[src/rtl/apr_pkg.sv]
// ----------------------------------------------------------------------------
// apr_pkg: shared types and constants
// Frame table geometry, configuration register map and the sequencer states
// of the aging page replacement core.
// ----------------------------------------------------------------------------
`default_nettype none
package apr_pkg;

  localparam int FRAMES = 256;
  localparam int SLOT_W = $clog2(FRAMES);
  localparam int CNT_W  = $clog2(FRAMES + 1);
  localparam int PAGE_W = 20;
  localparam int AGE_W  = 16;
  localparam int ADDR_W = 4;
  localparam int DATA_W = 32;

  localparam logic [4:0]       RST_COUNTER_BITS  = 5'd8;
  localparam logic [15:0]      RST_AGING_PERIOD  = 16'd0;
  localparam logic [CNT_W-1:0] RST_FRAMES_IN_USE = CNT_W'(FRAMES);

  typedef enum logic [1:0] {
    REG_COUNTER_BITS  = 2'd0,
    REG_AGING_PERIOD  = 2'd1,
    REG_FRAMES_IN_USE = 2'd2,
    REG_NONE          = 2'd3
  } reg_idx_t;

  typedef struct packed {
    logic [4:0]       counter_bits;
    logic [15:0]      aging_period;
    logic [CNT_W-1:0] frames_in_use;
  } cfg_t;

  typedef enum logic [1:0] {
    ST_IDLE,
    ST_SCAN,
    ST_DRAIN,
    ST_FINISH
  } state_t;

  // Counter width clamped to 1..16
  function automatic logic [4:0] clamp_width(input logic [4:0] cb);
    logic [4:0] w;
    w = cb;
    if (w < 5'd1) w = 5'd1;
    if (w > 5'd16) w = 5'd16;
    return w;
  endfunction

  function automatic logic [AGE_W-1:0] top_bit(input logic [4:0] cb);
    logic [4:0] w;
    w = clamp_width(cb);
    return AGE_W'(1) << (w - 5'd1);
  endfunction

  function automatic logic [AGE_W-1:0] age_mask(input logic [4:0] cb);
    logic [4:0] w;
    w = clamp_width(cb);
    if (w >= 5'd16) return {AGE_W{1'b1}};
    return (AGE_W'(1) << w) - AGE_W'(1);
  endfunction

  function automatic logic [CNT_W-1:0] usable_frames(input logic [CNT_W-1:0] fiu);
    logic [CNT_W-1:0] n;
    n = fiu;
    if (n < CNT_W'(1)) n = CNT_W'(1);
    if (n > CNT_W'(FRAMES)) n = CNT_W'(FRAMES);
    return n;
  endfunction

endpackage
`default_nettype wire

[src/rtl/apr_regs.sv]
// ----------------------------------------------------------------------------
// apr_regs: configuration register file
// APB-style slave holding counter width, aging period and frame count.
// ----------------------------------------------------------------------------
`default_nettype none
module apr_regs
  import apr_pkg::*;
(
  input  wire logic              clk,
  input  wire logic              rst,
  input  wire logic              psel,
  input  wire logic              penable,
  input  wire logic              pwrite,
  input  wire logic [ADDR_W-1:0] paddr,
  input  wire logic [DATA_W-1:0] pwdata,
  output logic      [DATA_W-1:0] prdata,
  output logic                   pready,
  output cfg_t                   cfg
);

  reg_idx_t idx;
  logic     wr;

  assign idx    = reg_idx_t'(paddr[3:2]);
  assign pready = 1'b1;
  assign wr     = psel && penable && pwrite && pready;

  always_ff @(posedge clk) begin
    if (rst) begin
      cfg.counter_bits  <= RST_COUNTER_BITS;
      cfg.aging_period  <= RST_AGING_PERIOD;
      cfg.frames_in_use <= RST_FRAMES_IN_USE;
    end else if (wr) begin
      case (idx)
        REG_COUNTER_BITS:  cfg.counter_bits  <= pwdata[4:0];
        REG_AGING_PERIOD:  cfg.aging_period  <= pwdata[15:0];
        REG_FRAMES_IN_USE: cfg.frames_in_use <= pwdata[CNT_W-1:0];
        default: ;
      endcase
    end
  end

  always_comb begin
    case (idx)
      REG_COUNTER_BITS:  prdata = DATA_W'(cfg.counter_bits);
      REG_AGING_PERIOD:  prdata = DATA_W'(cfg.aging_period);
      REG_FRAMES_IN_USE: prdata = DATA_W'(cfg.frames_in_use);
      default:           prdata = '0;
    endcase
  end

endmodule
`default_nettype wire
[config.mk]
export PLATFORM = sky130hd
export DESIGN_NAME = apr_regs
export DESIGN_NICKNAME = d
export VERILOG_FILES = /design/src/rtl/apr_pkg.sv /design/src/rtl/apr_regs.sv
export SDC_FILE = /design/constraint.sdc
export NUM_CORES = 1
export LEC_CHECK = 0
export ABC_AREA = 1
export ABC_CLOCK_PERIOD_IN_PS = 800
export BUFFER_PORTS_ARGS = -buffer_cell sky130_fd_sc_hd__buf_2
export CAP_MARGIN = 20
export CORE_ASPECT_RATIO = 1.25
export CORE_MARGIN = 2
export CORE_UTILIZATION = 30
export DETAILED_ROUTE_END_ITERATION = 8
export MAX_ROUTING_LAYER = met4
export PLACE_DENSITY = 0.68
export SYNTH_ARGS = -nofsm -noshare
export SYNTH_HDL_FRONTEND = slang
export SYNTH_SLANG_ARGS = --single-unit
[constraint.sdc]
create_clock -name clk -period 0.8 [get_ports clk]
set_input_delay 0.04 -clock clk [delete_from_list [all_inputs] [get_ports clk]]
set_output_delay 0.04 -clock clk [all_outputs]
set_load 0.02 [all_outputs]
# Word-level counts from Yosys, hierarchy flattened
# Cells that the tools add are included.
dict set report classes {
  magnitude_cmp 0
  bitwise 0
  eq_ne 2
  multipliers 0
  div 0
  add_sub_neg 0
  reduce_logical 6
  mux 1
  n_shift 0
}
# operator n
set op_table {}
lappend op_table {{$pmux 16 s3} 1}
lappend op_table {{$reduce_and 2->1} 3}
lappend op_table {{$eq 2x1->1 const B} 1}
lappend op_table {{$eq 2x2->1 const B} 1}
lappend op_table {{$logic_and 1x1->1} 2}
lappend op_table {{$logic_not 2->1} 1}
dict set report word_totals {
  mem_count 0
  ff_bits 30
  mem_bits_rw 0
  inputBits 41
  out_inout_bits 63
  romBits 0
  latch_bits 0
  word_cells 12
}

# Depth between registers and ports, before layout
dict set report logic_depth {
  ltp_word 3
  mapped_depth 6
  depth_no_buf 5
}

# Worst setup path after synthesis
# OpenSTA, ideal clock, no wires.
dict set report synth_path {
  kind {register to output}
  start {reg cfg[19] (netlist name)}
  end {out prdata[10]}
  setup_slack_ns -0.038
  path_buffers 0
  arrival_ns 0.798
  required_ns 0.760
  path_stages_with_launch 3
  cell_sequence {dfxtp_1 > inv_1 > nor2_1}
}
dict set report synth_via {
  elab_chain_cells 1
}
# element line_no
set synth_lines {}
lappend synth_lines {{start, declared} apr_regs.sv:18} ;# output cfg_t cfg
lappend synth_lines {{$pmux 16 s3} apr_regs.sv:44} ;# case (idx)
lappend synth_lines {{end, declared} apr_regs.sv:16} ;# output logic [DATA_W-1:0] prdata,
# No other way between the ends.

# Worst setup path after layout
dict set report layout_path {
  start {reg cfg[2] (netlist name)}
  end {out prdata[2]}
}
# The elaborated chain is that of the path after synthesis.

==> results.yml <==
setup_path:
  endpoint_kind: "primary output"
  critPathMaxStageDelay_ns: 0.33
  path_buf_inv: 1
  critPathTopFamily: "flip-flops"
  cp.arrival_ns: 0.89
  path_cells: "nand2_1 -> nand3_2 -> buf_6"
  cp_slowest_cell: "dfxtp_2"
  critPathKind: "reg2out"
  start_kind: "register"
  cp.required_ns: 0.76
  cp_max_fo: 3
finish:
  largest_register_ff_count: 30
  fin_nets: 378
  syn_to_final_growth_pct: 64.7
  top_regs: "cfg: 30 flops"
  n_antenna_cell: 0
  regMostFlops: "cfg"
  drive_gt1_share_pct: 47.6
  final_util_pct: 50.5
  fin_cells: 402
die:
  io_pins: 104
  start_util_pct: 30.7
  die_h_um: 86.5
  die-area_sq_mm: 0.00606
  fp.dieW_um: 70.0
  coreArea_sq_mm: 0.00533
  row_count: 30
global_route:
  overflow: 0
  grt_max_degree: 31
  grt_first_pass_wirelength_mm: 6.56
  antenna_found_initial: 0
  grt_pass1_vias: 1515
  grt_usage_pct: 14.0
logic_synthesis:
  synthCells: 254
  synth_fa_ha_area_share_pct: 0
  async_flop_share_pct: 0
  ys_types: 17
  syn_area_sq_mm: 0.00164
  yosysWarnings: 0
  seq_area_frac_synth_pct: 36.7
  synth_compound_area_share_pct: 0.612
  synthXorXnorAreaFrac_pct: 0
  synth-seq-cells: 30
  synthFlopType: "dfxtp_1"
  synthTopCellsByArea: "dfxtp_1, nor2_1, nand2_1"
  synth.top_cell.area_share_pct: 36.7
  synth_area_per_cell_sq_um: 6.44
  synth_edf_count: 0
  synth_top_family_by_area: "simple AND/OR/NAND/NOR gates"
  yosys.area_share.simple_pct: 44.4
  muxShareOfSynthArea_pct: 0
  post-synth-top-count-cell: "nor2_1"
  yosysTopAreaCell: "dfxtp_1"
  ys_top_cells_by_count: "nor2_1, nand2_1, nand3_1"
sta:
  fin_worst_skew_ns: 0
  setup_ws_ns: -0.134
  hold_viol_final: 1
  setup_violations: 26
  post-route-period-util_pct: 117
  max_clock_freq_mhz: 1070
  hold_slack_ns: -0.00214
  rsz0062_at_grt: "yes"
  fin_crit_ns: 0.934
  slew_viol_final: 0
  fin_tns_setup_ns: -2.45
drt:
  ant_nets: 0
  vias: 1727
  dr.pass1.iters: 4
  viasPerCell: 4.30
  drc: 0
  wl_per_cell_um: 10.7
  drt_wl_total_mm: 4.29
  drt_iter0_drc: 73
run_status:
  outcome: "complete, but fails checks"
  failed_checks: "negative hold slack, negative setup slack"
place:
  gp_congestion: 0.803
  place_ws_ns: -0.110
  dp_hpwl_mm: 2.98
  io_buffer_count: 68
  placed_cells: 385
job:
  drv_cap: 0
cts:
  cts_hold_repair.buffers: 0
  cts-root-buf: "clkbuf_8"
  htreeDepth: 2
  cts.clk_slew.worst_paths_ns: 0.07
  numCtsBuffers: 5
  cts_tree: "built"
  cts_sinks: 30
  clk_latency_ns: 0.27
  cts_buffer_depth: 2
power:
  power.density_mw_per_mm2: 1370
  ir_drop_v: 0.000981
  power_mw: 3.70
  power_leakage_nw: 1.33
worst_hold_path:
  hold_class: "in2reg"
## where the power goes
group | switching (mW) | internal [mW]
clock | 0.544 | 0.915
combinational | 0.398 | 0.280
sequential | 0.0329 | 1.53
## cell families after synthesis
group,count (synthesis)
AO/OA/AOI/OAI,2
AND/OR/NAND/NOR,167
flip-flops,30
other,2
buffers and inverters,53
## routing by layer
metal / routed length (um) / vias to the layer above / track usage (%)
li1: - / 901 / -
met1: 1740 / 759 / 15.7
met2: 2230 / 63 / 25.1
met3: 292 / 4 / 3.49
met4: 31 / 0 / 3.32
met5: 0 / - / -
## path summary, 6_finish.rpt
path              slack (ns)         to  startpoint  cells past startpoint
hold reg to reg         0.49     cfg[8]      cfg[8]                      2
setup reg to reg        0.12     cfg[9]      cfg[9]                      3
setup / recovery       -0.13  prdata[2]      cfg[2]                      3
hold / removal        -0.002     cfg[8]   pwdata[8]                      3
## cells in the final DEF, fill, tap and decap left out, types with 2 or more instances in the layout
master and count:
buf_12 7, buf_2 22, buf_4 5, buf_6 53, clkbuf_8 5, clkinv_2 2, conb_1 17, dfxtp_2 28
dfxtp_4 2, inv_1 18, inv_2 9, nand2_1 51, nand2_2 9, nand3_1 31, nand3_2 5, nor2_1 58
nor2_2 5, nor2_4 6, o21ai_0 2
## metrics by stage
| step | cell area (sq um) | hold slack (ns) |
|---|---|---|
| 2_1_floorplan | 1710 | 0.166 |
| 3_3_place_gp | 2100 | 0.286 |
| 3_5_place_dp | 2100 | 0.292 |
| 4_1_cts | 2510 | 0.000494 |
| 5_1_grt | 2690 | 0.00956 |
| 6_report | 2690 | -0.00214 |
## what timing repair did
action	4_1_cts	5_1_grt
endpoints found under the hold margin	0	0
buffers inserted	1	8
setup endpoints to repair	46	45
pin swaps	24	5
gates resized for setup	119	35
## layout make-up
type | instances | area (sq um)
well taps | 64 | 80.1
repair buffers | 87 | 885
multi-input cells | 186 | 875
fillers | 534 | 2640
clock inverters | 3 | 40.0
flip-flops and latches | 30 | 643
inverters | 27 | 101
clock buffers | 5 | 68.8
## tightest hold or removal path, cell delays in order
cell and delay, ns:
buf_2 0.09, nand2_1 0.05, nand3_1 0.06
Power figures use the tool's default switching activity.
